$ cat src/hdl/kthe_pkg.sv
// kthe_pkg: shared widths, reset constants and cell link types
// for the k-th largest threshold estimator; no dependencies
package kthe_pkg;

  localparam int unsigned ScoreW = 10;
  localparam int unsigned RankW = 5;
  localparam logic [RankW-1:0] RankReset = RankW'(10);

  typedef logic [ScoreW-1:0] score_t;
  typedef logic [RankW-1:0] rank_t;

  // what one cell shows its right-hand neighbour
  typedef struct packed {
    logic   keep;
    logic   occ;
    score_t val;
  } cell_link_t;

  // per-word control broadcast to every cell
  typedef struct packed {
    logic   ins;
    logic   clr;
    score_t score;
  } cell_ctrl_t;

endpackage

$ cat src/hdl/kthe_cell.sv
// kthe_cell: one slot of the sorted score row, compare-and-shift insertion
// depends on kthe_pkg
module kthe_cell (
  input  logic               clk_i,
  input  logic               rst_ni,
  input  kthe_pkg::cell_ctrl_t ctrl_i,
  input  kthe_pkg::cell_link_t prev_i,
  output kthe_pkg::cell_link_t link_o,
  output logic               nxt_occ_o,
  output kthe_pkg::score_t   nxt_val_o
);
  import kthe_pkg::*;

  logic   occ_q;
  logic   occ_d;
  score_t val_q;
  score_t val_d;
  logic   own_keep;

  assign own_keep = occ_q && (val_q >= ctrl_i.score);

  always_comb begin
    nxt_occ_o = occ_q;
    nxt_val_o = val_q;
    if (ctrl_i.ins && !own_keep) begin
      if (prev_i.keep) begin
        nxt_occ_o = 1'b1;
        nxt_val_o = ctrl_i.score;
      end else begin
        nxt_occ_o = prev_i.occ;
        nxt_val_o = prev_i.val;
      end
    end
  end

  assign occ_d = ctrl_i.clr ? 1'b0 : nxt_occ_o;
  assign val_d = nxt_val_o;

  always_ff @(posedge clk_i or negedge rst_ni) begin
    if (!rst_ni) begin
      occ_q <= 1'b0;
    end else begin
      occ_q <= occ_d;
    end
  end

  always_ff @(posedge clk_i) begin
    val_q <= val_d;
  end

  assign link_o.keep = own_keep;
  assign link_o.occ  = occ_q;
  assign link_o.val  = val_q;

endmodule

$ cat src/hdl/kthe_out_buf.sv
// kthe_out_buf: output register with one skid slot for threshold words
// depends on kthe_pkg
module kthe_out_buf (
  input  logic             clk_i,
  input  logic             rst_ni,
  input  logic             push_i,
  input  kthe_pkg::score_t data_i,
  output logic             full_o,
  output logic             out_valid_o,
  input  logic             out_ready_i,
  output kthe_pkg::score_t data_o
);
  import kthe_pkg::*;

  logic   out_valid_q;
  logic   out_valid_d;
  score_t out_q;
  score_t out_d;
  logic   skid_valid_q;
  logic   skid_valid_d;
  score_t skid_q;
  score_t skid_d;

  always_comb begin
    out_valid_d  = out_valid_q;
    out_d        = out_q;
    skid_valid_d = skid_valid_q;
    skid_d       = skid_q;
    if (!out_valid_q) begin
      out_valid_d = push_i;
      out_d       = data_i;
    end else if (out_ready_i) begin
      if (skid_valid_q) begin
        out_d        = skid_q;
        skid_valid_d = 1'b0;
      end else begin
        out_valid_d = push_i;
        out_d       = data_i;
      end
    end else if (push_i) begin
      skid_valid_d = 1'b1;
      skid_d       = data_i;
    end
  end

  always_ff @(posedge clk_i or negedge rst_ni) begin
    if (!rst_ni) begin
      out_valid_q  <= 1'b0;
      skid_valid_q <= 1'b0;
    end else begin
      out_valid_q  <= out_valid_d;
      skid_valid_q <= skid_valid_d;
    end
  end

  always_ff @(posedge clk_i) begin
    out_q  <= out_d;
    skid_q <= skid_d;
  end

  assign full_o      = skid_valid_q;
  assign out_valid_o = out_valid_q;
  assign data_o      = out_q;

endmodule

$ cat src/hdl/kth_largest_threshold_estimator_top.sv
// kth_largest_threshold_estimator_top: top level, row of sorting cells,
// rank select, running threshold and output buffer
// depends on kthe_pkg, kthe_cell, kthe_out_buf

// Takes one score word per clock, every clock, as long as the output side
// keeps up: in_ready_o only drops when two threshold words wait unread.
// Scores are held in a row of K_MAX cells sorted largest first; a new score
// is compared against every cell at once and the smaller entries shift one
// cell along, so insertion, list close and threshold update all finish in
// the cycle the word is accepted. An end_of_query word pushes its threshold
// into the registered output buffer, behind earlier unread thresholds.
// The user must write k_rank through the cfg port while the block is idle;
// the block does not enforce this. cfg_ready_o is always high.
module kth_largest_threshold_estimator_top #(
  parameter int unsigned K_MAX = 16
) (
  input  logic                clk_i,
  input  logic                rst_ni,
  input  logic                cfg_valid_i,
  output logic                cfg_ready_o,
  input  kthe_pkg::rank_t     k_rank_i,
  input  logic                in_valid_i,
  output logic                in_ready_o,
  input  kthe_pkg::score_t    score_i,
  input  logic                score_valid_i,
  input  logic                end_of_term_i,
  input  logic                end_of_query_i,
  output logic                out_valid_o,
  input  logic                out_ready_i,
  output kthe_pkg::score_t    threshold_o
);
  import kthe_pkg::*;

  localparam int unsigned IdxW = $clog2(K_MAX + 1);
  localparam int unsigned CmpW = (IdxW > RankW) ? IdxW : RankW;

  rank_t      k_rank_q;
  score_t     thr_q;
  score_t     thr_d;
  logic       accept;
  logic       close_list;
  logic       buf_full;
  cell_ctrl_t ctrl;
  cell_link_t links [K_MAX+1];
  logic   [K_MAX-1:0] nxt_occ;
  score_t             nxt_val [K_MAX];
  logic   [K_MAX-1:0] occ_vec;
  logic   [K_MAX-1:0] hit_vec;
  score_t cand;
  score_t thr_new;

  assign cfg_ready_o = 1'b1;

  always_ff @(posedge clk_i or negedge rst_ni) begin
    if (!rst_ni) begin
      k_rank_q <= RankReset;
    end else if (cfg_valid_i) begin
      k_rank_q <= k_rank_i;
    end
  end

  assign in_ready_o = !buf_full;
  assign accept     = in_valid_i && in_ready_o;
  assign close_list = end_of_term_i || end_of_query_i;

  assign ctrl.ins   = accept && score_valid_i;
  assign ctrl.clr   = accept && close_list;
  assign ctrl.score = score_i;

  assign links[0].keep = 1'b1;
  assign links[0].occ  = 1'b0;
  assign links[0].val  = '0;

  for (genvar i = 0; i < K_MAX; i++) begin : g_cell
    kthe_cell u_cell (
      .clk_i     (clk_i),
      .rst_ni    (rst_ni),
      .ctrl_i    (ctrl),
      .prev_i    (links[i]),
      .link_o    (links[i+1]),
      .nxt_occ_o (nxt_occ[i]),
      .nxt_val_o (nxt_val[i])
    );
    assign occ_vec[i] = links[i+1].occ;
    assign hit_vec[i] = nxt_occ[i]
                        && (CmpW'(k_rank_q) == CmpW'(i + 1));
  end

  // at most one cell matches the rank
  always_comb begin
    cand = '0;
    for (int unsigned i = 0; i < K_MAX; i++) begin
      cand = cand | (nxt_val[i] & {ScoreW{hit_vec[i]}});
    end
  end

  assign thr_new = ((|hit_vec) && (cand > thr_q)) ? cand : thr_q;

  always_comb begin
    thr_d = thr_q;
    if (accept && end_of_query_i) begin
      thr_d = '0;
    end else if (accept && close_list) begin
      thr_d = thr_new;
    end
  end

  always_ff @(posedge clk_i or negedge rst_ni) begin
    if (!rst_ni) begin
      thr_q <= '0;
    end else begin
      thr_q <= thr_d;
    end
  end

  kthe_out_buf u_out_buf (
    .clk_i       (clk_i),
    .rst_ni      (rst_ni),
    .push_i      (accept && end_of_query_i),
    .data_i      (thr_new),
    .full_o      (buf_full),
    .out_valid_o (out_valid_o),
    .out_ready_i (out_ready_i),
    .data_o      (threshold_o)
  );

`ifndef SYNTH
  a_occ_packed: assert property (@(posedge clk_i) disable iff (!rst_ni)
    ((occ_vec + K_MAX'(1)) & occ_vec) == '0)
    else $error("occupied cells not packed from the head");

  a_clear_on_close: assert property (@(posedge clk_i) disable iff (!rst_ni)
    (accept && close_list) |=> (occ_vec == '0))
    else $error("cells not cleared after list close");

  a_query_emits: assert property (@(posedge clk_i) disable iff (!rst_ni)
    (accept && end_of_query_i) |=> out_valid_o)
    else $error("end of query produced no threshold word");

  a_thr_cleared: assert property (@(posedge clk_i) disable iff (!rst_ni)
    (accept && end_of_query_i) |=> (thr_q == '0))
    else $error("threshold not cleared after end of query");
`endif

endmodule

$ cat config.mk
export PLATFORM = sky130hd
export DESIGN_NAME = kth_largest_threshold_estimator_top
export DESIGN_NICKNAME = d
export VERILOG_FILES = /design/src/hdl/kthe_pkg.sv /design/src/hdl/kthe_cell.sv /design/src/hdl/kthe_out_buf.sv /design/src/hdl/kth_largest_threshold_estimator_top.sv
export SDC_FILE = /design/constraint.sdc
export NUM_CORES = 1
export LEC_CHECK = 0
export BUFFER_PORTS_ARGS = -buffer_cell sky130_fd_sc_hd__buf_2
export CAP_MARGIN = 20
export CORE_ASPECT_RATIO = 2
export CORE_MARGIN = 4
export CORE_UTILIZATION = 58
export DETAILED_ROUTE_END_ITERATION = 8
export PLACE_DENSITY = 0.79
export SLEW_MARGIN = 40
export SYNTH_ARGS = -nofsm -noshare
export SYNTH_HDL_FRONTEND = slang
export SYNTH_SLANG_ARGS = --single-unit
$ cat constraint.sdc
create_clock -name clk_i -period 10.3 [get_ports clk_i]
set_input_delay 1.03 -clock clk_i [delete_from_list [all_inputs] [get_ports clk_i]]
set_output_delay 1.03 -clock clk_i [all_outputs]
set_load 0.02 [all_outputs]
== After elaboration in Yosys (flattened, before gate mapping) ==
Index checks and enable logic that the tools add are counted.
Word-level totals
  input bits: 23
  output and inout bits: 13
  logic and storage cells: 269
  bits in registers: 213
Cells by class
  bitwise operators: 32
  equal/unequal tests: 17
  $lt $le $gt $ge: 17
  reduce and logical (&&, ||, !) cells: 76
  multiplexer cells: 89
Operators by type and width (count)
  two-way mux 10 bit: 37
  bitwise AND 10 bit: 16
  greater-or-equal comparator 10 bit: 16
  OR 10 bit: 15
  logical AND 1 bit: 53
  two-way mux 1 bit: 52
  == test 5 x 4 -> 1 bit (second input constant): 8
  == test 5 x 3 -> 1 bit (second input constant): 4
  logical NOT 1 bit: 17
  OR reduction 16 bit: 1
  == test 5 x 2 -> 1 bit (second input constant): 2
  > comparator 10 bit: 1
  == test 5 x 1 -> 1 bit (second input constant): 1
  == test 5 bit (second input constant): 1
  nonzero test 2 bit: 2
  AND reduction 3 bit: 1
  inequality test 2 bit (second input constant): 1
  AND reduction 2 bit: 1
  logical OR 1 bit: 1
  inverter 1 bit: 1

== Longest topological paths before layout ==
Gate-level depths: netlist of the first run.
  depth after elaboration: 28
  gate-level depth with buffers: 27
  depth with buffers taken out: 21

== Cells and area by module ==
A second synthesis of the first run with hierarchy kept.
Second synthesis, totals
  cells, all modules: 1532
  area total of the unflattened synthesis: 15538.7 um2
By module, submodules not included
  kthe_cell at g_cell[15].u_cell ...: area an instance 778.2 um2, instances 10, cells each 76, seq. area each 225.2 um2
  kthe_cell at g_cell[0].u_cell ...: area an instance 775.7 um2, instances 6, cells each 76, seq. area each 225.2 um2
  kth_largest_threshold_estimator_top: area an instance 2287.2 um2, instances 1, cells each 276, seq. area each 377.9 um2
  kthe_out_buf: area an instance 814.5 um2, instances 1, cells each 40, seq. area each 650.6 um2

== Least setup slack after synthesis of the first run ==
No wires, ideal clock.
  kind: input -> register
  start point: input port score_i[7]
  end point: register u_out_buf.skid_q[6], data pin
  data arrival time: 6.188 ns
  path buffers: 5
  required time: 10.019 ns
  library setup time: 0.281 ns
  slack: 3.831 ns
  stages: 26
  path through: clkbuf_1 clkbuf_1 inv_1 ha_1 a211o_1 a21oi_1 o31ai_1 o21ai_1 clkbuf_1 mux2i_1 a21oi_1 and2_1 nor4_1 inv_1 ha_1 nor2b_1 o21a_1 o21a_1 o21a_1 o21a_1 o31ai_1 a31oi_1 buf_2 buf_2 nor2_1 a21oi_1
Between the ends
  elaborated cells between the ends (all ways): 177
  classes of those cells: order compare (17); mux (63); bitwise (31); reduce/logical (66)
RTL lines
  start, declared: RTL line kth_largest_threshold_estimator_top.sv:24  | input kthe_pkg::score_t score_i,
  greater-or-equal comparator 10 bit: RTL line kthe_cell.sv:20  | assign own_keep = occ_q && (val_q >= ctrl_i.score);
  logical AND 1 bit: RTL line kthe_cell.sv:20
  logical NOT 1 bit: RTL line kthe_cell.sv:25  | if (ctrl_i.ins && !own_keep) begin
  logical AND 1 bit: RTL line kthe_cell.sv:25
  two-way mux 10 bit (*): RTL line kthe_cell.sv:25
  net g_cell[2].u_cell.nxt_val_o[1]: RTL line kthe_cell.sv:10  | output kthe_pkg::score_t nxt_val_o
  bitwise AND 10 bit (*): RTL line kth_largest_threshold_estimator_top.sv:93  | cand = cand | (nxt_val[i] & {ScoreW{hit_vec[i]}});
  OR 10 bit (*) (14 in a row): RTL line kth_largest_threshold_estimator_top.sv:93
  > comparator 10 bit (*): RTL line kth_largest_threshold_estimator_top.sv:97  | assign thr_new = ((|hit_vec) && (cand > thr_q)) ? cand : thr_q;
  logical AND 1 bit (*): RTL line kth_largest_threshold_estimator_top.sv:97
  two-way mux 10 bit (*): RTL line kth_largest_threshold_estimator_top.sv:97
  net thr_new[6]: RTL line kth_largest_threshold_estimator_top.sv:50  | score_t thr_new;
  end signal, assigned: RTL line kthe_out_buf.sv:58  | skid_q <= skid_d;
  end, declared: RTL line kthe_out_buf.sv:21  | score_t skid_q;
Mark *: on every way through the listed nets, which the timed path passes. The rest lies on a longest branch.
A chain may end at the register's enable or synchronous reset.

== Final worst setup path of the first run ==
  start point: input port score_i[5]
  end point: register u_out_buf.out_q[3] (netlist: u_out_buf.data_o[3]), data pin
Between the ends
  longest elaborated chain between the ends: 28
  elaborated cells between the ends (all ways): 180
  classes of those cells: order compare (17); mux (66); bitwise (31); reduce/logical (66)
Ends and longest elaborated chain
  greater-or-equal comparator 10 bit: RTL line kthe_cell.sv:20
  logical AND 1 bit: RTL line kthe_cell.sv:20
  logical NOT 1 bit: RTL line kthe_cell.sv:25
  logical AND 1 bit: RTL line kthe_cell.sv:25
  two-way mux 1 bit: RTL line kthe_cell.sv:25
  logical AND 1 bit: RTL line kth_largest_threshold_estimator_top.sv:86  | && (CmpW'(k_rank_q) == CmpW'(i + 1));
  bitwise AND 10 bit: RTL line kth_largest_threshold_estimator_top.sv:93
  OR 10 bit (15 in a row): RTL line kth_largest_threshold_estimator_top.sv:93
  > comparator 10 bit: RTL line kth_largest_threshold_estimator_top.sv:97
  logical AND 1 bit: RTL line kth_largest_threshold_estimator_top.sv:97
  two-way mux 10 bit (*): RTL line kth_largest_threshold_estimator_top.sv:97
  two-way mux 10 bit: RTL line kthe_out_buf.sv:33  | if (skid_valid_q) begin
  two-way mux 10 bit: RTL line kthe_out_buf.sv:32  | end else if (out_ready_i) begin
  two-way mux 10 bit (*): RTL line kthe_out_buf.sv:29  | if (!out_valid_q) begin
  net u_out_buf.out_d[3]: RTL line kthe_out_buf.sv:18  | score_t out_d;
  end signal, assigned: RTL line kthe_out_buf.sv:57  | out_q <= out_d;
  end, declared: RTL line kthe_out_buf.sv:17  | score_t out_q;
Mark *: on every way through the listed nets, which the timed path passes. The rest lies on a longest branch. The select of a mux whose other input is x is not followed.

==> impl_metrics.ini, run 1 <==
[status]
outcome = finished clean

[run]
cap_viol_max_count = 0

[critical_path]
r2r-end = u_out_buf.data_o[3]$_DFFE_PP_
reg2reg_from = g_cell[12].u_cell.val_q[5]$_DFF_P_
cpLargestDelayFamily = compound AO/OA/AOI/OAI gates
path_common_cell = o21a_1
worstPathArrival_ns = 7.95
cp_num_buf_inv = 5
cp_slowest_stage_delay_ns = 0.70
crit_path_start_kind = primary input
cp_max_fo = 31
path_cells = buf_2 -> inv_1 -> buf_4 -> ha_1 -> a211oi_1 -> nand2_1 -> o211ai_2 -> nand2_1 -> o31ai_1 -> o2111ai_1 -> a2111oi_4 -> inv_1 -> ha_1 -> o21a_1 -> o21a_1 -> o21a_1 -> o21a_1 -> o31ai_1 -> a31oi_2 -> buf_4 -> nand2_2 -> o211ai_1
reg2regPathDepth = 20
path_class = primary input to register
cp_slowest_cell = o31ai_1
rrSetupSlack_ns = 3.64
end_kind = register
required_ns = 10.53

[synth]
synth_area_per_cell_um2 = 8.451
yosysWarnings = 0
ys_seq_elements = 213
synth_top_family_by_area = compound AO/OA/AOI/OAI gates
yosys.area_share.adder = 0.1429
synth_xor_area_frac = 0
synth-async-reset-ratio = 0.1549
synth.cell_area_mm2 = 0.01488
synth_mux_area_frac = 0.04490
seq_area_frac_synth = 0.3112
synth_edf_count = 20
synth_flop_cell = dfxtp_1
synthCells = 1761
synth_compound_area_frac = 0.3097
syn_nets = 1954
synth-simple-area-share = 0.1523
synth_cell_types = 83

[clock_tree]
clk_latency_ns = 0.54
ctsHoldBuffers = 0
clock_sinks = 213
htreeDepth = 1
clockBufferDepth = 3
clk_pin_slew_ns = 0.07
cts_tree = built
cts_buffers = 21
root_buffer = clkbuf_16
cts_setup_buffers = 0
post_cts_resized = 0

[route]
avgViaCountPerCell = 7.465
drt_pass1_iterations = 8
ant_nets = 0
wl_per_cell_um = 32.74
first_iter_violations = 1762
drc = 0
vias = 15923
drt_wl_total_mm = 69.84

[grt]
grt_usage = 0.4893
antenna_found_initial = 4
grt_pass1_vias = 16029
grt_max_degree = 35
grt_remaining_overflow = 0
grt_pass1_wl_mm = 101.3

[place]
pre_cts_ws_ns = 2.343
gp_congestion = 1.112
portBuffers = 34
hpwl_mm = 52.85
dpl_cell_area_mm2 = 0.01546
dp_cells = 2092

[finish]
regArea_mm2 = 0.004632
final_common_cell = a21oi_1
multi_input_area_mm2 = 0.009769
drive_gt1_frac = 0.09147
area_delta_synth_final_pct = 8.794
final_cell_mix = a21oi_1 (202), ha_1 (170), dfxtp_1 (160)
finalNonFillerCells = 2133
fillers = 2194
fin_util = 0.6441
layout.nets = 1972
design_area_mm2 = 0.01619

[floorplan]
core-area_mm2 = 0.02514
io_pins = 36
fp.dieW_um = 121.3
dieArea_mm2 = 0.02844
fp-row-count = 82
start_util = 0.5920
die_y_um = 234.5

[sta]
maxSlewHeadroom = 0.4028
fin_skew_ns = 0.01655
fin_ws_ns = 2.579
setup_viol = 0
worstMarginPinSlew_ns = 0.8917
drv_slew = 0
rsz0062_at_grt = no
hold_violations = 0
clock.fmax_ghz = 0.1295
period_share = 0.7496
hold_ws_ns = 0.4883
fin_setup_tns_ns = 0
fin_crit_ns = 7.721

[power_and_ir_drop]
ir_drop_v = 0.0001939
p_leak_nw = 6.994
power_mw = 5.048
power_density_mw_per_mm2 = 311.8

[worst_hold_path]
hold_path_class = primary input to asynchronous set/reset pin
[flip-flops by register name, summed over array words and instances, names as in the netlist]
signal / flops
u_out_buf.full_o: 1
u_out_buf.out_valid_o: 1
k_rank_q: 5
g_cell.u_cell.occ_q: 16
thr_q: 10
u_out_buf.data_o: 10
u_out_buf.skid_q: 10
g_cell.u_cell.val_q: 160
[final cells by class]
class / instances / area share
antenna: 4 / 0.0006182
clock buffer: 23 / 0.03292
clock inverter: 14 / 0.008964
inverter: 60 / 0.01391
multi-input combinational: 1411 / 0.6034
sequential: 213 / 0.2861
tap: 336 / 0.02597
timing repair buffer: 72 / 0.02813
[per-layer routing]
layer  share of wire  vias to the layer above  GRT usage
met4            0.15                        0     0.5480
met5               0                        -          0
li1                -                     6827          -
met1            0.28                     7302     0.4432
met3            0.10                      608     0.1366
met2            0.46                     1186     0.8163
[worst max-delay path by stage]
stage,start,end,depth (start not counted)
2_1_floorplan,score_i[7],u_out_buf.skid_q[6]$_DFFE_PP_,26
6_report,score_i[5],u_out_buf.data_o[3]$_DFFE_PP_,22
5_1_grt,score_i[5],u_out_buf.data_o[3]$_DFFE_PP_,22
3_3_place_gp,score_i[5],u_out_buf.data_o[3]$_DFFE_PP_,22
3_5_place_dp,score_i[3],u_out_buf.data_o[3]$_DFFE_PP_,24
4_1_cts,score_i[3],u_out_buf.data_o[3]$_DFFE_PP_,24
[cell families after synthesis]
kind of cell             Yosys count
multiplexers                      65
AND/OR/NAND/NOR                  479
buffers and inverters            137
adder cells (fa/ha/maj)          170
flip-flops                       213
AO/OA/AOI/OAI                    696
other                              1
[synth_stat cells, types with 11 or more instances]
| cell | number | share of area |
|---|---|---|
| a21o_1 | 12 | 0.0061 |
| o211ai_1 | 43 | 0.022 |
| edfxtp_1 | 20 | 0.040 |
| a22oi_1 | 15 | 0.0076 |
| a2111o_1 | 11 | 0.0083 |
| o21ai_0 | 98 | 0.033 |
| a311oi_1 | 17 | 0.010 |
| a31oi_1 | 89 | 0.037 |
| mux2_2 | 14 | 0.011 |
| nand4_1 | 12 | 0.0050 |
| nor2_1 | 145 | 0.037 |
| dfxtp_1 | 160 | 0.22 |
| nand2b_1 | 11 | 0.0046 |
| nor3_1 | 28 | 0.0094 |
| o2bb2ai_1 | 11 | 0.0065 |
| a22o_1 | 12 | 0.0071 |
| o21a_1 | 16 | 0.0081 |
| clkbuf_1 | 46 | 0.012 |
| ha_1 | 170 | 0.14 |
| buf_2 | 21 | 0.0071 |
| a21oi_1 | 203 | 0.068 |
| mux2i_1 | 51 | 0.034 |
| a211o_1 | 13 | 0.0077 |
| nand3_1 | 76 | 0.026 |
| dfrtp_1 | 31 | 0.052 |
| inv_1 | 60 | 0.015 |
| o21ai_1 | 13 | 0.0044 |
| and2_1 | 20 | 0.0084 |
| nand2_1 | 134 | 0.034 |
| a211oi_1 | 61 | 0.031 |
[report_power, final]
| part | internal (mW) | switching, mW |
|---|---|---|
| sequential | 1.21 | 0.432 |
| combinational | 0.864 | 1.73 |
| clock | 0.450 | 0.361 |
Power figures use the tool's default switching activity.
==> run 2, diff against run 1 <==
- PLACE_DENSITY: 0.79 -> 0.82
- clock period: 10.3 -> 6.7 ns (I/O delays scaled with it)
==> run 2 against run 1 <==
Via count up 1.6%. First-iteration DRC count grew 11%. Hold slack worse by 0.34 ns. Cell count grew 2.4%. Final area grew 2.6%.
==> impl_metrics.ini, run 2 (synthesis gave the netlist of run 1 again) <==
[critical_path]
cp.depth = 23
cp_slowest_stage_delay_ns = 0.82
worstPathArrival_ns = 6.81
path_cells = buf_2 -> inv_1 -> buf_4 -> ha_1 -> o211ai_1 -> nor2_1 -> o211a_1 -> nor3_2 -> buf_4 -> o211ai_1 -> a32oi_1 -> o211ai_1 -> nor4b_1 -> buf_4 -> inv_1 -> ha_1 -> a21o_1 -> a211o_1 -> o31ai_1 -> a31oi_2 -> buf_12 -> o31a_1 -> o21ai_1
cp_max_fo = 19
end_kind = register
path_class = primary input to register
cp_num_buf_inv = 7
reg2regPathDepth = 19
crit_path_start_kind = primary input
cp_slowest_cell = a32oi_1
cpLargestDelayFamily = compound AO/OA/AOI/OAI gates
required_ns = 7.08

[sta]
maxSlewHeadroom = 0.3312
fin_ws_ns = 0.2630
period_share = 0.9608
worstMarginPinSlew_ns = 0.9986
fin_crit_ns = 6.437
drv_slew = 0
fin_skew_ns = 0.01497
fin_setup_tns_ns = 0
hold_violations = 0
hold_ws_ns = 0.1498
setup_viol = 0
clock.fmax_ghz = 0.1554
rsz0062_at_grt = no

[clock_tree]
clk_latency_ns = 0.54
cts_setup_buffers = 0
cts_tree = built
clockBufferDepth = 3
root_buffer = clkbuf_16
ctsHoldBuffers = 0
post_cts_resized = 0
cts_buffers = 21
clk_pin_slew_ns = 0.07
clock_sinks = 213
htreeDepth = 1

[route]
first_iter_violations = 1948
vias = 16177
wl_per_cell_um = 30.50
drt_pass1_iterations = 8
avgViaCountPerCell = 7.404
drc = 0
ant_nets = 0
drt_wl_total_mm = 66.63

[power_and_ir_drop]
power_density_mw_per_mm2 = 467.8
ir_drop_v = 0.0003243
p_switching_mw = 3.797
p_int_mw = 3.975
pwr-share-comb = 0.523
p_leak_nw = 7.259
power_mw = 7.772
seq_power_share = 0.314
clkPwrFrac = 0.163
sw_frac_of_total = 0.4886

[grt]
grt_pass1_vias = 16151
grt_remaining_overflow = 0
grt_pass1_wl_mm = 97.94
grt_usage = 0.4679
grt_max_degree = 34
antenna_found_initial = 6

[status]
outcome = finished clean

[place]
portBuffers = 34
gp_congestion = 1.124
hpwl_mm = 50.82
dp_cells = 2144
pre_cts_ws_ns = 0.06902
dpl_cell_area_mm2 = 0.01586

[finish]
finalNonFillerCells = 2185
largest_reg_flops = 160
top_regs = g_cell.u_cell.val_q: 160 flops, g_cell.u_cell.occ_q: 16 flops
design_area_mm2 = 0.01661
area_delta_synth_final_pct = 11.64
final_cell_mix = a21oi_1 (202), ha_1 (170), dfxtp_1 (160)
fin_util = 0.6610
drive_gt1_frac = 0.1220
largest_register = g_cell.u_cell.val_q
layout.nets = 2024
final_common_cell = a21oi_1

[floorplan]
fp.dieW_um = 121.3
core-area_mm2 = 0.02514
die_y_um = 234.5
start_util = 0.5920
dieArea_mm2 = 0.02844
io_pins = 36
fp-row-count = 82

[run]
cap_viol_max_count = 0

[worst_hold_path]
hold_path_class = primary input to asynchronous set/reset pin
==> run 2: final timing paths <==
kind / start / to / slack (ns)
worst max-delay path: score_i[7] / u_out_buf.data_o[4]$_DFFE_PP_ / 0.26
worst min-delay path: rst_ni / thr_q[5]$_DFFE_PN0P_ / 0.15
worst max register to register: u_out_buf.full_o$_DFFE_PN0P_ / u_out_buf.data_o[4]$_DFFE_PP_ / 0.33
worst min register to register: g_cell[0].u_cell.val_q[9]$_DFF_P_ / g_cell[0].u_cell.val_q[9]$_DFF_P_ / 0.52
max in group asynchronous: rst_ni / k_rank_q[4]$_DFFE_PN0P_ / 6.14
min in group clk_i: out_ready_i / u_out_buf.full_o$_DFFE_PN0P_ / 0.35
==> run 2: per-layer routing <==
layer | vias to the layer above | track usage | share of wire
li1 | 6928 | - | -
met1 | 7460 | 0.4218 | 0.29
met2 | 1158 | 0.7709 | 0.46
met3 | 625 | 0.1484 | 0.096
met4 | 6 | 0.5221 | 0.15
met5 | - | 0 | 0.00053
==> run 2: layout make-up <==
cell class | count | area (um^2)
Inverter | 60 | 225.2
Tap cell | 336 | 420.4
Clock buffer | 27 | 598.1
Timing Repair Buffer | 124 | 873.3
Antenna cell | 4 | 10.01
Sequential cell | 213 | 4632
Multi-Input combinational cell | 1411 | 9749
Fill cell | 2126 | 8522
Clock inverter | 10 | 106.4
==> run 2: power groups by stage <==
stage | clock, mW | combinational [mW] | sequential [mW]
6_report | 1.27 | 4.07 | 2.44
5_1_grt | 1.31 | 4.39 | 2.46
4_1_cts | 1.25 | 3.85 | 2.40
3_5_place_dp | 0 | 3.83 | 2.42
3_3_place_gp | 0 | 3.72 | 2.42
2_1_floorplan | 0 | 2.60 | 2.20
